**src/hdl/moft_pkg.sv**
```systemverilog
//------------------------------------------------------------------------------
// moft_pkg
// Shared types, codes and the pair classifier for the fusion table.
//------------------------------------------------------------------------------
`default_nettype none
package moft_pkg;

    localparam int TABLE_DEPTH = 512;
    localparam int IDX_W       = $clog2(TABLE_DEPTH);
    localparam int FILL_W      = $clog2(TABLE_DEPTH + 1);
    localparam int USED_W      = 10;

    typedef enum logic [0:0] {
        ACT_FUSE   = 1'b0,
        ACT_LOOKUP = 1'b1
    } action_t;

    typedef enum logic [1:0] {
        ST_FUSED    = 2'd0,
        ST_NO_FUSE  = 2'd1,
        ST_HIT      = 2'd2,
        ST_MISS     = 2'd3
    } status_t;

    typedef enum logic [2:0] {
        KIND_CMP_JCC  = 3'd0,
        KIND_TEST_JCC = 3'd1,
        KIND_DEC_JCC  = 3'd2,
        KIND_ADD_LEA  = 3'd3,
        KIND_MOV_CMP  = 3'd4,
        KIND_NONE     = 3'd5
    } kind_t;

    typedef enum logic [1:0] {
        BK_IDLE,
        BK_SCAN,
        BK_WAIT,
        BK_DONE
    } back_state_t;

    typedef struct packed {
        logic        action;
        logic [63:0] first_address;
        logic [7:0]  first_opcode;
        logic [63:0] second_address;
        logic [7:0]  second_opcode;
        logic [7:0]  second_extra;
        logic [3:0]  second_length;
    } in_item_t;

    typedef struct packed {
        logic [1:0]  status;
        logic [2:0]  fusion_kind;
        logic        entry_stored;
        logic [63:0] target_address;
        logic [7:0]  compare_opcode;
        logic [31:0] run_count;
        logic [9:0]  entries_used;
        logic [63:0] attempt_total;
        logic [63:0] success_total;
    } out_item_t;

    // Classified work passed from front to back.
    typedef struct packed {
        logic        lookup;
        logic [2:0]  kind;
        logic [63:0] address;
        logic [63:0] target;
        logic [7:0]  opcode;
    } task_t;

    function automatic logic is_cmp_like(input logic [7:0] op);
        return (op >= 8'h38 && op <= 8'h3D) || (op >= 8'h80 && op <= 8'h83);
    endfunction

    function automatic logic [2:0] classify(input logic [7:0] op1,
                                            input logic [7:0] op2,
                                            input logic [7:0] ex2);
        logic jcc;
        jcc = (op2 >= 8'h70 && op2 <= 8'h7F) ||
              (op2 == 8'h0F && ex2 >= 8'h80 && ex2 <= 8'h8F);
        if (jcc && is_cmp_like(op1)) return KIND_CMP_JCC;
        if (jcc && (op1 == 8'h84 || op1 == 8'h85 || op1 == 8'hA8 || op1 == 8'hA9 ||
                    op1 == 8'hF6 || op1 == 8'hF7)) return KIND_TEST_JCC;
        if (jcc && (op1 == 8'hFE || op1 == 8'hFF)) return KIND_DEC_JCC;
        if (op1 == 8'h8D && (op2 <= 8'h05 || (op2 >= 8'h80 && op2 <= 8'h83)))
            return KIND_ADD_LEA;
        if (((op1 >= 8'h88 && op1 <= 8'h8B) || op1 == 8'hC6 || op1 == 8'hC7) &&
            is_cmp_like(op2)) return KIND_MOV_CMP;
        return KIND_NONE;
    endfunction

endpackage
`default_nettype wire

```
**src/hdl/moft_front.sv**
```systemverilog
//------------------------------------------------------------------------------
// moft_front
// Accepts items, classifies the pair and computes the target, then queues
// the classified work in a two-entry FIFO for the back end.
//------------------------------------------------------------------------------
`default_nettype none
module moft_front (
    input  wire logic               aclk,
    input  wire logic               aresetn,
    input  wire logic               s_valid,
    output logic                    s_ready,
    input  wire moft_pkg::in_item_t s_item,
    output logic                    q_valid,
    input  wire logic               q_ready,
    output moft_pkg::task_t         q_task
);
    import moft_pkg::*;

    task_t        fifo_reg [2];
    logic         wptr_reg, wptr_next;
    logic         rptr_reg, rptr_next;
    logic [1:0]   cnt_reg, cnt_next;
    task_t        t_in;
    logic         push, pop;

    // Classify the incoming pair
    always_comb begin
        t_in.lookup  = s_item.action;
        t_in.kind    = classify(s_item.first_opcode, s_item.second_opcode,
                                s_item.second_extra);
        t_in.address = s_item.first_address;
        t_in.target  = s_item.second_address + {60'd0, s_item.second_length};
        t_in.opcode  = s_item.first_opcode;
    end

    assign s_ready = (cnt_reg != 2'd2);
    assign push    = s_valid && s_ready;
    assign q_valid = (cnt_reg != 2'd0);
    assign pop     = q_valid && q_ready;
    assign q_task  = fifo_reg[rptr_reg];

    always_comb begin
        wptr_next = push ? ~wptr_reg : wptr_reg;
        rptr_next = pop ? ~rptr_reg : rptr_reg;
        cnt_next  = cnt_reg + {1'b0, push} - {1'b0, pop};
    end

    // Queue pointers
    always_ff @(posedge aclk) begin
        if (!aresetn) begin
            wptr_reg <= 1'b0;
            rptr_reg <= 1'b0;
            cnt_reg  <= 2'd0;
        end else begin
            wptr_reg <= wptr_next;
            rptr_reg <= rptr_next;
            cnt_reg  <= cnt_next;
        end
    end

    // Queue storage
    always_ff @(posedge aclk) begin
        if (push) begin
            fifo_reg[wptr_reg] <= t_in;
        end
    end
endmodule
`default_nettype wire

```
**config.mk**
```make
export PLATFORM = sky130hd
export DESIGN_NAME = moft_front
export DESIGN_NICKNAME = d
export VERILOG_FILES = /design/src/hdl/moft_pkg.sv /design/src/hdl/moft_front.sv
export SDC_FILE = /design/constraint.sdc
export NUM_CORES = 1
export LEC_CHECK = 0
export CORE_ASPECT_RATIO = 0.7
export CORE_MARGIN = 4
export CORE_UTILIZATION = 40
export CTS_BUF_LIST = sky130_fd_sc_hd__clkbuf_2 sky130_fd_sc_hd__clkbuf_4 sky130_fd_sc_hd__clkbuf_8
export DETAILED_ROUTE_END_ITERATION = 12
export DONT_BUFFER_PORTS = 1
export SETUP_SLACK_MARGIN = 0.1
export SYNTH_ARGS = -nofsm -noshare
export SYNTH_HDL_FRONTEND = slang
export SYNTH_SLANG_ARGS = --single-unit
```
**constraint.sdc**
```tcl
create_clock -name aclk -period 17.5 [get_ports aclk]
set_input_delay 0.875 -clock aclk [delete_from_list [all_inputs] [get_ports aclk]]
set_output_delay 0.875 -clock aclk [all_outputs]
set_load 0.01 [all_outputs]
```
==> reports/metrics.cfg <==
[run_status]
status = completed

[logic_synthesis]
synth_enable_flop_cells = 280
postSynthAreaPerCell_sq_um = 16.6
ys.flop_type = edfxtp_1
ys_seq_elements = 285
async_reset_ff_frac = 0
ys_seq_area_frac = 0.706
synth_nets = 896
yosysWarnings = 0
netlist_instances = 728
ys_types = 48
syn-cell-area_sq_um = 12100

[timing]
hold_viol = 0
slew_violations = 0
max_freq_mhz = 259
setup-violations-final = 0
slew-limit-headroom = 0.193
whs_ns = 0.408
finClkSkew_ns = 0.0172
period_needed_ns = 3.87
final.setup.tns_ns = 0
fin_crit_sh = 0.221
rsz0062_at_grt = false
tightest_slew_ns = 1.20

[grt]
first_global_vias = 6596
grt_util_met1 = 0.185
grtUsageMet3 = 0.0812
antenna_found_initial = 0
grtUsageTotal = 0.155
gr-total-overflow = 0
grt_max_degree = 78
met2_usage = 0.247
grt_pass1_wl_microns = 40100
busiest_layer = met2

[detailed_routing]
avgViaCountPerCell = 5.38
first_pass_iters = 4
ant_nets = 0
wl_per_cell_microns = 22.8
wirelength_microns = 26800
via_count = 6325
drt_drc_violations_left = 0
drt_iter0_drc = 395

[job]
cap_violations = 0

[clocking]
cts_resized = 0
cts_buffers = 46
clock_sinks = 285
root_buffer = clkbuf_8
clk-insertion-delay-late_ns = 0.55
clk_path_buf_depth = 3
htreeDepth = 2
cts_tree = done
clk_pin_slew_ns = 0.07
hold_buffers = 0
post_cts_buffers = 0

[setup_path]
critPathMaxStageDelay_ns = 0.96
rr_endpoint = fifo_reg[1][114]
cp-start-kind = flop
worst_ep_arrival_time_ns = 2.99
crit_type = reg -> out
worst-path-max-fanout = 77
r2r_setup_slack_ns = 14.61
critPathBufInv = 1
r2r_cells = 3
r2r_start = cnt_reg[0]
cp_top_family = flip-flops
path_cells = buf_4 > mux2_2
end_kind = output port
critPathSlowestCell = dfxtp_4
worstPathRequired_ns = 16.62

[floorplan]
rows = 52
die_width_microns = 216
initial_core_util = 0.412
io_pins = 303
die_h_microns = 153
core_area_sq_um = 29300
dieArea_sq_um = 33000

[final_layout]
drive_gt1_frac = 0.302
synthToLayoutAreaGrowth_pct = 11.6
antennaDiodeCount = 0
fin_nets = 929
fill_cells = 2519
postLayoutCoreUtil = 0.460
regArea_sq_um = 8510
largest_reg_flops = 280
multiInputGateArea_sq_um = 3430

[pwr]
power_mw = 1.80
p_leak_nw = 4.41
p_per_area_nw_per_um2 = 134
max-vdd-ir-drop_v = 0.0000608

[worst_hold_path]
hold_end = fifo_reg[0][3]
min_from = s_item[87]
holdPathStages = 0
hp-class = in -> reg

[placed_design]
gp_congestion = 0.828
port-buffer-count = 0
dp_hpwl_microns = 18300

[placed cells by master (no fill, tap or decap), types with 2 or more instances in the layout]
cell	count
a211oi_1	2
a21o_1	4
a21oi_1	4
and2_1	4
and3_1	5
and4_1	4
buf_4	4
bufinv_16	3
clkbuf_4	11
clkbuf_8	50
clkinv_1	7
clkinv_2	9
clkinvlp_4	3
dfxtp_1	4
edfxtp_1	280
ha_1	6
inv_1	14
mux2_2	140
nand2_1	35
nand2b_1	5
nand3_1	24
nand4_1	19
nor2_1	28
nor2b_1	3
nor3_1	21
nor4_1	8
nor4_4	3
nor4b_1	2
o21ai_0	3
or2_2	3
xnor2_1	34
xor2_1	31
[metrics by stage]
stage	setup WS [ns]	cell area [sq um]	std cells
after floorplan	10.06	12100	728
after global placement	13.88	12500	1091
after detailed placement	13.89	12500	1091
after CTS	13.52	13500	1175
after global routing	13.41	13500	1175
final	13.63	13500	1175
[metal layers]
| layer | share of wire | routed length [microns] |
|---|---|---|
| met5 | 0 | 0 |
| met4 | 0.020 | 548 |
| met3 | 0.11 | 3010 |
| met2 | 0.47 | 12600 |
| met1 | 0.40 | 10600 |
[area by class of cell]
cell class | instances | area share
timing repair buffer | 4 | 0.00223
inverter | 14 | 0.00390
tap | 378 | 0.0351
clock buffer | 61 | 0.0573
clock inverter | 23 | 0.0143
multi-input combinational | 410 | 0.255
sequential | 285 | 0.632
[worst max-delay path by stage]
stage | start | to | cells after the start
after global placement | s_item[0] | fifo_reg[0][70] | 8
after floorplan | s_valid | fifo_reg[0][0] | 2
after global routing | flop | q_task[36] | 2
after CTS | flop | q_task[36] | 2
after detailed placement | s_item[0] | fifo_reg[0][70] | 8
final | flop | q_task[36] | 2
[worst reg2reg max path, stage by stage, from the launching register on]
cell	delay [ns]
dfxtp_1	0.35
nand2b_1	0.24
and3_4	0.87
buf_4	0.97
[power breakdown]
group	leakage [nW]	switching [mW]	internal [mW]	total (mW)
clock network	0.504	0.262	0.333	0.595
logic	1.26	0.194	0.125	0.319
registers	2.65	0.0393	0.849	0.889
[cell usage after synthesis, types with 5 or more instances]
master / count / share of area
and3_1: 6 / 0.0031
clkbuf_1: 14 / 0.0044
dfxtp_1: 5 / 0.0083
edfxtp_1: 280 / 0.70
ha_1: 6 / 0.0062
inv_1: 14 / 0.0044
mux2_2: 140 / 0.13
nand2_1: 35 / 0.011
nand2b_1: 5 / 0.0026
nand3_1: 24 / 0.010
nand4_1: 19 / 0.0099
nor2_1: 29 / 0.0090
nor3_1: 21 / 0.0087
nor4_1: 8 / 0.0042
xnor2_1: 34 / 0.025
xor2_1: 31 / 0.023
[cell families (layout without fill, tap and decap cells)]
group | Yosys count | count (layout) | synth area share
buffers and inverters | 33 | 102 | 0.0109
AO/OA/AOI/OAI | 20 | 20 | 0.0116
flip-flops | 285 | 285 | 0.706
AND/OR/NAND/NOR | 178 | 178 | 0.0860
adder cells (fa/ha/maj) | 7 | 7 | 0.00789
multiplexers | 140 | 140 | 0.131
XOR/XNOR | 65 | 65 | 0.0472
Power figures use the tool's default switching activity.
